File: src/rtl/sbt_pkg.sv
package sbt_pkg;

    // sizes of the obstacle table and of fractions
    localparam int MAX_BOXES = 64;
    localparam int SLOT_W    = $clog2(MAX_BOXES);
    localparam int CNT_W     = SLOT_W + 1;
    localparam int FRAC_W    = 16;
    localparam int FRAC_OUT_W = FRAC_W + 1;
    localparam int COORD_W   = 32;
    localparam int DELTA_W   = COORD_W + 1;
    localparam int NUM_W     = COORD_W + 2;
    localparam int DEN_W     = COORD_W + 1;
    localparam int REM_W     = COORD_W + 3;
    localparam int Q_W       = FRAC_W + 2;
    localparam int STEP_W    = $clog2(FRAC_W + 1);
    localparam int PROD_W    = DELTA_W + FRAC_OUT_W;
    localparam int IDX_W     = 3;

    localparam logic [FRAC_OUT_W-1:0] ONE_FRAC = FRAC_OUT_W'(1) << FRAC_W;
    localparam logic [CNT_W-1:0]      NO_SLOT  = CNT_W'(MAX_BOXES);

    // request kinds
    localparam logic [1:0] OP_LOAD  = 2'd0;
    localparam logic [1:0] OP_BOX   = 2'd1;
    localparam logic [1:0] OP_POINT = 2'd2;
    localparam logic [1:0] OP_NONE  = 2'd3;

    // register indexes
    localparam logic [IDX_W-1:0] CFG_COUNT  = 3'd0;
    localparam logic [IDX_W-1:0] CFG_HMIN_X = 3'd1;
    localparam logic [IDX_W-1:0] CFG_HMIN_Y = 3'd2;
    localparam logic [IDX_W-1:0] CFG_HMIN_Z = 3'd3;
    localparam logic [IDX_W-1:0] CFG_HMAX_X = 3'd4;
    localparam logic [IDX_W-1:0] CFG_HMAX_Y = 3'd5;
    localparam logic [IDX_W-1:0] CFG_HMAX_Z = 3'd6;

    // normal codes
    localparam logic [2:0] NORM_NONE = 3'd0;
    localparam logic [2:0] NORM_NEG_X = 3'd1;

    typedef logic signed [COORD_W-1:0] coord_t;

    typedef struct packed {
        coord_t hi_z;
        coord_t hi_y;
        coord_t hi_x;
        coord_t lo_z;
        coord_t lo_y;
        coord_t lo_x;
    } box_t;

    typedef struct packed {
        logic                    start;
        logic signed [NUM_W-1:0] num;
        logic [DEN_W-1:0]        den;
    } div_req_t;

    typedef struct packed {
        logic                    pad;
        coord_t                  stop_z;
        coord_t                  stop_y;
        coord_t                  stop_x;
        logic [CNT_W-1:0]        hit_slot;
        logic [2:0]              normal_code;
        logic [FRAC_OUT_W-1:0]   fraction;
        logic                    end_in;
        logic                    start_in;
        logic                    hit;
        logic                    accepted;
    } result_t;

    typedef enum logic [3:0] {
        ST_IDLE,
        ST_DECIDE,
        ST_READ,
        ST_GROW,
        ST_SOLID,
        ST_AXIS,
        ST_DIV_EN,
        ST_DIV_EX,
        ST_EVAL,
        ST_MUL,
        ST_ADD,
        ST_FIN,
        ST_OUT
    } state_t;

    // saturate a 33-bit difference to 32 bits signed
    function automatic coord_t sat32(input logic signed [DELTA_W-1:0] v);
        coord_t r;
        if (v[DELTA_W-1] != v[DELTA_W-2])
        begin
            r = v[DELTA_W-1] ? {1'b1, {(COORD_W-1){1'b0}}} : {1'b0, {(COORD_W-1){1'b1}}};
        end
        else
        begin
            r = v[COORD_W-1:0];
        end
        return r;
    endfunction

endpackage

File: src/rtl/sbt_div.sv
module sbt_div
    import sbt_pkg::*;
(
    input  logic                clk,
    input  logic                rst_n,
    input  div_req_t            req,
    output logic                done,
    output logic signed [Q_W-1:0] quo
);

    logic                  busy_reg, busy_next;
    logic                  done_reg, done_next;
    logic [REM_W-1:0]      rem_reg, rem_next;
    logic [DEN_W-1:0]      den_reg, den_next;
    logic [FRAC_OUT_W-1:0] acc_reg, acc_next;
    logic [STEP_W-1:0]     step_reg, step_next;
    logic signed [Q_W-1:0] quo_reg, quo_next;

    logic [REM_W-1:0]      rem_sub;
    logic                  ge;
    logic [FRAC_OUT_W-1:0] acc_new;

    // control state
    always_ff @(posedge clk or negedge rst_n)
    begin
        if (!rst_n)
        begin
            busy_reg <= 1'b0;
            done_reg <= 1'b0;
        end
        else
        begin
            busy_reg <= busy_next;
            done_reg <= done_next;
        end
    end

    // datapath
    always_ff @(posedge clk)
    begin
        rem_reg  <= rem_next;
        den_reg  <= den_next;
        acc_reg  <= acc_next;
        step_reg <= step_next;
        quo_reg  <= quo_next;
    end

    // one quotient bit a cycle, result clamped to [-1, one + 1]
    always_comb
    begin
        busy_next = busy_reg;
        done_next = 1'b0;
        rem_next  = rem_reg;
        den_next  = den_reg;
        acc_next  = acc_reg;
        step_next = step_reg;
        quo_next  = quo_reg;
        ge        = rem_reg >= {2'b00, den_reg};
        rem_sub   = ge ? rem_reg - {2'b00, den_reg} : rem_reg;
        acc_new   = {acc_reg[FRAC_OUT_W-2:0], ge};

        if (req.start)
        begin
            den_next  = req.den;
            rem_next  = {2'b00, req.num[NUM_W-2:0]};
            acc_next  = '0;
            step_next = '0;
            if (req.num[NUM_W-1])
            begin
                quo_next  = '1;
                done_next = 1'b1;
            end
            else if ({2'b00, req.num[NUM_W-2:0]} >= {1'b0, req.den, 1'b0})
            begin
                quo_next  = Q_W'(ONE_FRAC) + Q_W'(1);
                done_next = 1'b1;
            end
            else
            begin
                busy_next = 1'b1;
            end
        end
        else if (busy_reg)
        begin
            rem_next  = {rem_sub[REM_W-2:0], 1'b0};
            acc_next  = acc_new;
            step_next = step_reg + STEP_W'(1);
            if (step_reg == STEP_W'(FRAC_W))
            begin
                busy_next = 1'b0;
                done_next = 1'b1;
                if (acc_new > ONE_FRAC)
                begin
                    quo_next = Q_W'(ONE_FRAC) + Q_W'(1);
                end
                else
                begin
                    quo_next = {1'b0, acc_new};
                end
            end
        end
    end

    assign done = done_reg;
    assign quo  = quo_reg;

endmodule

File: config.mk
export PLATFORM = sky130hd
export DESIGN_NAME = sbt_div
export DESIGN_NICKNAME = d
export VERILOG_FILES = /design/src/rtl/sbt_pkg.sv /design/src/rtl/sbt_div.sv
export SDC_FILE = /design/constraint.sdc
export NUM_CORES = 1
export LEC_CHECK = 0
export ABC_AREA = 1
export BUFFER_PORTS_ARGS = -buffer_cell sky130_fd_sc_hd__buf_2
export CELL_PAD_IN_SITES_DETAIL_PLACEMENT = 0
export CELL_PAD_IN_SITES_GLOBAL_PLACEMENT = 1
export CORE_MARGIN = 10
export CORE_UTILIZATION = 32
export DETAILED_ROUTE_END_ITERATION = 8
export PLACE_DENSITY = 0.66
export SLEW_MARGIN = 20
export SYNTH_ARGS = -nofsm -noshare
export SYNTH_HDL_FRONTEND = slang
export SYNTH_SLANG_ARGS = --single-unit
File: constraint.sdc
create_clock -name clk -period 3.5 [get_ports clk]
set_input_delay 0.525 -clock clk [delete_from_list [all_inputs] [get_ports clk]]
set_output_delay 0.525 -clock clk [all_outputs]
set_load 0.02 [all_outputs]
=== Yosys cells after proc, flatten, opt, wreduce, memory -nomap -nowiden ===
Cells that the tools add are included.

* Eq/ne operators: 4
* $add $sub $neg: 2
* $lt $le $gt $ge: 3
* Multiplexer cells: 19
* Reduce and logical (&&, ||, !) cells: 4

{| class="wikitable"
|+ Operator list
! kind !! count
|-
| 18-bit 2-to-1 mux || 5
|-
| 33-bit 2-to-1 mux || 2
|-
| 35-bit by 33-bit >= comparator with 1-bit output || 1
|-
| 33-bit by 34-bit >= comparator with 1-bit output || 1
|-
| 34-bit 2-to-1 mux || 1
|-
| 34-bit by 33-bit subtractor with 34-bit output || 1
|-
| 17-bit greater-than comparator, second input constant || 1
|-
| 17-bit 2-to-1 mux || 1
|-
| 1-bit 2-to-1 mux || 10
|-
| 5-bit by 1-bit adder with 5-bit output, second input constant || 1
|-
| 5-bit == test, second input constant || 1
|-
| 2-bit inequality test, second input constant || 2
|-
| 2-bit nonzero test || 2
|-
| 3-bit by 2-bit inequality test with 1-bit output, second input constant || 1
|-
| 3-bit AND reduction || 1
|-
| 2-bit AND reduction || 1
|}

* Output and inout port bits: 19
* Register bits: 109

=== Logic depth before layout (Yosys ltp) ===
Gate-level depths: netlist of run 1.

* Depth in word-level cells: 6
* Mapped depth: 16
* Depth with buffers taken out: 16

=== Worst setup path after synthesis of run 1 ===
OpenSTA, ideal clock, no wires.

* Path type: in2reg
* From: input port req[10] (netlist name)
* To: register quo_reg[0], in the netlist quo[0], enable pin
* Library setup time: 0.434 ns
* Buffers on the path: 0
* Data arrival time: 1.919 ns
* Stages: 12
* Setup slack: 1.146 ns
* Required time: 3.066 ns
* Cells stage by stage: inv_1 ha_1 nand2_1 inv_1 o21ai_0 nand2_1 a21oi_1 nand2_1 nand2_1 nand4_1 nand2_1 nand3_1

* Longest elaborated chain between the ends: 3

{| class="wikitable"
|+ RTL lines
! element !! RTL line !! RTL
|-
| from (decl) || sbt_div.sv:6 || <nowiki>input div_req_t req,</nowiki>
|-
| 33-bit by 34-bit >= comparator with 1-bit output || sbt_div.sv:73 || <nowiki>else if ({2'b00, req.num[NUM_W-2:0]} >= {1'b0, req.den, 1'b0})</nowiki>
|-
| 3-bit by 2-bit inequality test with 1-bit output (no source line) || - ||
|-
| 3-bit AND reduction (no source line) || - ||
|-
| to (signal assigned) || sbt_div.sv:45 || <nowiki>quo_reg <= quo_next;</nowiki>
|-
| to (decl) || sbt_div.sv:17 || <nowiki>logic signed [Q_W-1:0] quo_reg, quo_next;</nowiki>
|}

No other way between the ends.
A chain may end at the register's enable or synchronous reset.

=== Final worst setup path of run 1 ===
* From: register rem_reg[6]
* To: register rem_reg[21], data pin

* Longest elaborated chain between the ends: 4
* Elaborated cells between the ends (all ways): 5

{| class="wikitable"
|+ RTL lines
! element !! RTL line !! RTL
|-
| from (decl) || sbt_div.sv:13 || <nowiki>logic [REM_W-1:0] rem_reg, rem_next;</nowiki>
|-
| from (signal assigned) || sbt_div.sv:41 || <nowiki>rem_reg <= rem_next;</nowiki>
|-
| 34-bit by 33-bit subtractor with 34-bit output or 35-bit by 33-bit >= comparator with 1-bit output (tied branches) || sbt_div.sv:59, sbt_div.sv:58 ||
|-
| 34-bit 2-to-1 mux * || sbt_div.sv:59 || <nowiki>rem_sub = ge ? rem_reg - {2'b00, den_reg} : rem_reg;</nowiki>
|-
| 33-bit 2-to-1 mux * || sbt_div.sv:83 || <nowiki>else if (busy_reg)</nowiki>
|-
| 33-bit 2-to-1 mux * || sbt_div.sv:62 || <nowiki>if (req.start)</nowiki>
|-
| named net rem_next[21] || sbt_div.sv:13 ||
|}

The timed path passes the listed nets; every way through them passes the cells marked *. The select of a mux whose other input is x is not followed.

==> impl_metrics.json, run 1 <==
{
  "diodes": 0,
  "cts_htree_levels": 3,
  "synth_flop_cell": "edfxtp_1",
  "leakage_nw": 4.59,
  "largest_reg_flops": 35,
  "antenna_left": 0,
  "async_flop_share_pct": 1.83,
  "hold-worst-slack_ps": 340,
  "synth_common_cells": "315 x nand2_1, 194 x inv_1, 84 x edfxtp_1",
  "cts_sinks": 109,
  "placedCellCount": 1491,
  "gp_congestion": 0.920,
  "ir_drop_v": 0.000372,
  "dp_hpwl_um": 20200,
  "slew_headroom_pct": 49.1,
  "antenna_found_initial": 0,
  "endpoint_kind": "register",
  "min_period_over_period_pct": 81.1,
  "start_util_pct": 32.3,
  "die_y_um": 179,
  "die_w_um": 179,
  "dieArea_um2": 31900,
  "worstPathRequired_ps": 3620,
  "drtIter0Drc": 509,
  "crit_type": "reg2reg",
  "seq_area_frac_synth_pct": 37.6,
  "vias_per_cell": 4.78,
  "ys_top_cells_by_area": "edfxtp_1 31%, nand2_1 15%, ha_1 10%",
  "grt_start_max_net_pins": 54,
  "grt_pass1_wl_um": 39500,
  "regArea_um2": 3030,
  "wl_um": 24900,
  "synth_cell_types": 44,
  "root_buffer": "clkbuf_16",
  "skew_ps": 11.4,
  "setup_viol": 0,
  "regToRegStartpoint": "rem_reg[6]",
  "syn_inst": 1086,
  "syn-num-nets": 1224,
  "drtPass1Iterations": 5,
  "syn_to_final_growth_pct": 13.8,
  "finalSetupTns_ps": 0,
  "fin_cells": 1508,
  "dp_slack_ps": 390,
  "grt_use_total_pct": 15.8,
  "cap_violations": 0,
  "cts_buffers": 9,
  "crit_arrival_ps": 2960,
  "status": "complete, no violations",
  "min_from": "req[28]",
  "tritoncts": "done",
  "layout-drive-gt1-share_pct": 12.4,
  "powerDensity_nw_per_um2": 772,
  "rsz0062_at_grt": "no",
  "yosysWarnings": 0,
  "cts_buffer_depth": 2,
  "clk_pin_slew_ps": 90,
  "yosys.area.top_type": "edfxtp_1",
  "crit_path_start_kind": "register",
  "report.final.hold_viol_count": 0,
  "numPortBuffers": 88,
  "regToRegEndpoint": "rem_reg[21]",
  "hp-class": "in2reg",
  "finalWorstSetupSlack_ps": 660,
  "multi_input_comb_area_um2": 4140,
  "fillers": 2700,
  "io_pins": 89,
  "crit_path_end": "rem_reg[21]",
  "drc": 0,
  "crit_path_start": "rem_reg[6]",
  "clock.fmax_mhz": 352,
  "synth_edf_count": 84,
  "num_vias": 7202,
  "fin_util_pct": 36.7,
  "syn_area_per_cell_um2": 7.42,
  "critPathMaxFanout": 28,
  "grt_pass1_vias": 7297,
  "wl_per_cell_um": 16.5,
  "nets": 1311,
  "min_period_ps": 2840,
  "ff2ff_path_depth": 13,
  "rows": 58,
  "slew_viol_final": 0,
  "r2r_setup_slack_ps": 660,
  "cts_setup_buffers": 0,
  "yosysMostFrequentCell": "nand2_1",
  "synth_area_um2": 8060,
  "coreArea_um2": 25000,
  "synth_top_area_share_pct": 31.3,
  "insertion_delay_ps": 370,
  "synth-seq-cells": 109,
  "worst_pin_slew_ps": 756,
  "grt_overflow_total": 0
}
-- stage by stage --
step / cell area (µm²) / total power [mW]
5_1_grt: 9170 / 7.69
3_3_place_gp: 8830 / 5.97
6_report: 9170 / 7.08
4_1_cts: 9170 / 7.10
2_1_floorplan: 8060 / 4.84
3_5_place_dp: 8830 / 5.94
-- power by group --
group / switching, mW / internal [mW]
logic: 2.72 / 1.34
registers: 0.152 / 1.74
clock network: 0.594 / 0.527
-- area by class of cell --
class                      instances  share of cell area (%)
multi-input combinational        757                    45.1
clock buffer                       9                    2.46
inverter                         199                    8.17
timing repair buffer              97                    5.57
clock inverter                     7                    1.11
tap                              330                    4.50
sequential                       109                    33.1
-- worst max-delay path, stage by stage, from the launching register on --
cell and delay, ps:
edfxtp_1 400, ha_1 390, nand2_1 190, inv_1 60, a21oi_1 280, o21ai_1 90
nand2_1 90, nand3_2 110, nand2_4 250, nand2_8 220, inv_4 250, nand2_1 90
nand3_1 100, nand2_1 60
-- what timing repair did --
action	4_1_cts	5_1_grt
endpoints found under the setup margin	0	0
gates resized for setup	0	0
hold buffers	1	0
hold endpoints to repair	2	0
-- cells by family (layout without fill, tap and decap cells) --
| kind of cell | Yosys count | in the layout | synth area share, % |
|---|---|---|---|
| flip-flops | 109 | 109 | 37.6 |
| adder cells (fa/ha/maj) | 68 | 68 | 10.7 |
| XOR/XNOR | 15 | 15 | 1.63 |
| buffers and inverters | 220 | 312 | 11.0 |
| AO/OA/AOI/OAI | 118 | 118 | 8.09 |
| AND/OR/NAND/NOR | 556 | 556 | 31.0 |
-- cell usage in the layout, fill, tap and decap left out, types with 3 or more instances in the layout --
master / instances
a21o_1: 6
o21bai_1: 4
buf_2: 88
nor2_1: 74
o21ai_1: 11
nand3_1: 79
nor3_1: 14
edfxtp_1: 84
clkinv_8: 4
nor4_1: 4
buf_4: 8
clkinv_1: 3
nand2_1: 315
nand3b_1: 16
nand2_2: 3
dfxtp_1: 23
xnor2_1: 13
o22ai_1: 17
o21ai_0: 24
a21oi_1: 51
inv_1: 194
clkbuf_16: 9
nor2_2: 6
ha_1: 67
a21oi_2: 3
nand4_1: 22
nand3_2: 11
-- routing by layer --
| metal | vias up | global-route usage [%] | share of wire, % |
|---|---|---|---|
| li1 | 3703 | - | - |
| met1 | 3356 | 21.6 | 49 |
| met2 | 125 | 25.5 | 46 |
| met3 | 18 | 2.65 | 3.6 |
| met4 | 0 | 3.79 | 1.4 |
| met5 | - | 0 | 0 |
-- worst min-delay path by stage --
stage / to / slack, ps / depth (start not counted)
floorplan: busy_reg / 230 / 0
global placement: done / 320 / 1
detailed placement: done / 320 / 1
CTS: den_reg[28] / 330 / 1
global route: den_reg[28] / 330 / 1
finish: den_reg[28] / 340 / 1
(Power assumes the default switching activity.)
==> run 2: changes to the inputs <==
--- a/config.mk
+++ b/config.mk
@@ -12,7 +12,7 @@
 export CORE_MARGIN = 10
 export CORE_UTILIZATION = 32
 export DETAILED_ROUTE_END_ITERATION = 8
-export PLACE_DENSITY = 0.66
+export PLACE_DENSITY = 0.69
 export SLEW_MARGIN = 20
 export SYNTH_ARGS = -nofsm -noshare
 export SYNTH_HDL_FRONTEND = slang
==> constraint.sdc (replaced) <==
create_clock -name clk -period 2.6 [get_ports clk]
set_input_delay 0.39 -clock clk [delete_from_list [all_inputs] [get_ports clk]]
set_output_delay 0.39 -clock clk [all_outputs]
set_load 0.02 [all_outputs]
==> impl_metrics.json, run 2 (synthesized netlist as in run 1, its figures left out) <==
{
  "slew_viol_final": 0,
  "crit_type": "reg2reg",
  "grt_start_max_net_pins": 46,
  "placed_cell_area_um2": 9220,
  "grt_pass1_wl_um": 39400,
  "min_period_ps": 2470,
  "drtPass1Iterations": 5,
  "cts_buffers": 9,
  "placedCellCount": 1538,
  "final_area_um2": 9780,
  "antenna_found_initial": 0,
  "drc": 0,
  "final_cell_mix": "310 x nand2_1, 194 x inv_1, 88 x buf_2, 84 x edfxtp_1, 78 x nand3_1",
  "dp_slack_ps": -131,
  "worstPathRequired_ps": 2720,
  "min_period_over_period_pct": 95.1,
  "fillers": 2675,
  "report.final.hold_viol_count": 0,
  "min_delay_worst_endpoint": "den_reg[30]",
  "cts_buffer_depth": 2,
  "numPortBuffers": 88,
  "cts_htree_levels": 3,
  "insertion_delay_ps": 370,
  "hold_depth": 1,
  "hp-class": "in2reg",
  "met3_usage_pct": 1.94,
  "io_pins": 89,
  "final_common_cell": "nand2_1",
  "clk_pin_slew_ps": 100,
  "finalWorstSetupSlack_ps": 128,
  "coreArea_um2": 25000,
  "leakage_nw": 4.85,
  "largest_reg_flops": 35,
  "met2_usage_pct": 25.3,
  "regToRegEndpoint": "rem_reg[18]",
  "gp_congestion": 0.870,
  "grt_use_total_pct": 15.6,
  "cap_violations": 0,
  "dp_hpwl_um": 20400,
  "crit_arrival_ps": 2590,
  "global_route.peak_usage_layer": "met2",
  "nets": 1362,
  "finalPower_mw": 10.3,
  "diodes": 0,
  "slew_headroom_pct": 59.4,
  "worst_pin_slew_ps": 604,
  "hold-worst-slack_ps": 201,
  "die_w_um": 179,
  "num_vias": 7346,
  "endpoint_kind": "register",
  "powerDensity_nw_per_um2": 1050,
  "tritoncts": "done",
  "die_y_um": 179,
  "layout-drive-gt1-share_pct": 18.6,
  "root_buffer": "clkbuf_16",
  "wl_per_cell_um": 15.9,
  "skew_ps": 15.4,
  "r2r_setup_slack_ps": 130,
  "finalSetupTns_ps": 0,
  "crit_path_start_kind": "register",
  "fin_util_pct": 39.2,
  "drtIter0Drc": 515,
  "grt_overflow_total": 0,
  "use_met1_pct": 21.5,
  "vias_per_cell": 4.71,
  "syn_to_final_growth_pct": 21.3,
  "cts_sinks": 109,
  "regArea_um2": 3030,
  "rows": 58,
  "regToRegStartpoint": "rem_reg[9]",
  "ff2ff_path_depth": 12,
  "antenna_left": 0,
  "setup_viol": 0,
  "grt_pass1_vias": 7508,
  "start_util_pct": 32.3,
  "dieArea_um2": 31900,
  "status": "complete, no violations",
  "multi_input_comb_area_um2": 4320,
  "clock.fmax_mhz": 404,
  "min_from": "req[30]",
  "fin_cells": 1559,
  "ir_drop_v": 0.000409,
  "wl_um": 24800,
  "critPathMaxFanout": 7
}
==> run 2: changes by cell type in the layout (fill, tap and decap cells not counted), moves of 2 or more <==
cell and change:
nand2_1 -5, a21oi_1 -5, ha_2 +6, ha_4 +8, nand2_2 +5, buf_4 +47
a21oi_2 +5, buf_12 +3, ha_1 -14, nor2_1 -3, nor2_2 +2
==> run 2: layer usage <==
layer / vias to the layer above / share of wire, %
li1: 3806 / -
met1: 3427 / 50
met2: 91 / 46
met3: 22 / 2.1
met4: 0 / 1.5
met5: - / 0
==> run 2: power by group <==
group	internal, mW	switching [mW]	total (mW)	leakage, nW
sequential	2.35	0.230	2.58	1.06
combinational	2.44	3.76	6.20	3.63
clock	0.714	0.789	1.50	0.157
==> run 2: what timing repair did <==
action / CTS / global route
resized for setup: 0 / 41
endpoints found under the hold margin: 2 / 0
buffers inserted: 0 / 4
setup endpoints to repair: 0 / 32
hold buffers: 1 / 0
==> run 2: layout make-up <==
| cell class | count | share of cell area [%] |
|---|---|---|
| clock inverter | 7 | 1.04 |
| sequential | 109 | 31.0 |
| clock buffer | 9 | 2.30 |
| tap | 330 | 4.22 |
| timing repair buffer | 148 | 9.56 |
| multi-input combinational | 757 | 44.2 |
| inverter | 199 | 7.69 |
==> run 2: how the worst max path moves through the flow <==
stage                     cells after the start  slack (ps)     endpoint       start
after detailed placement                     12        -130      quo[15]     req[16]
after CTS                                    14          30  rem_reg[29]  rem_reg[0]
after global placement                       12        -150       quo[7]     req[16]
final                                        12         130  rem_reg[18]  rem_reg[9]
after global routing                         12         -20  rem_reg[12]  rem_reg[9]
after floorplan                               4         310   rem_reg[0]    busy_reg
==> run 2: critical path: stages, from the launching register on <==
cell	delay, ps
edfxtp_1	480
ha_2	430
nand2_1	160
nor3_2	190
nand4_1	130
nand2_1	120
nor2_4	60
buf_4	150
nand2_8	100
buf_4	170
nand3_1	100
nand3_1	80
nand2_1	60
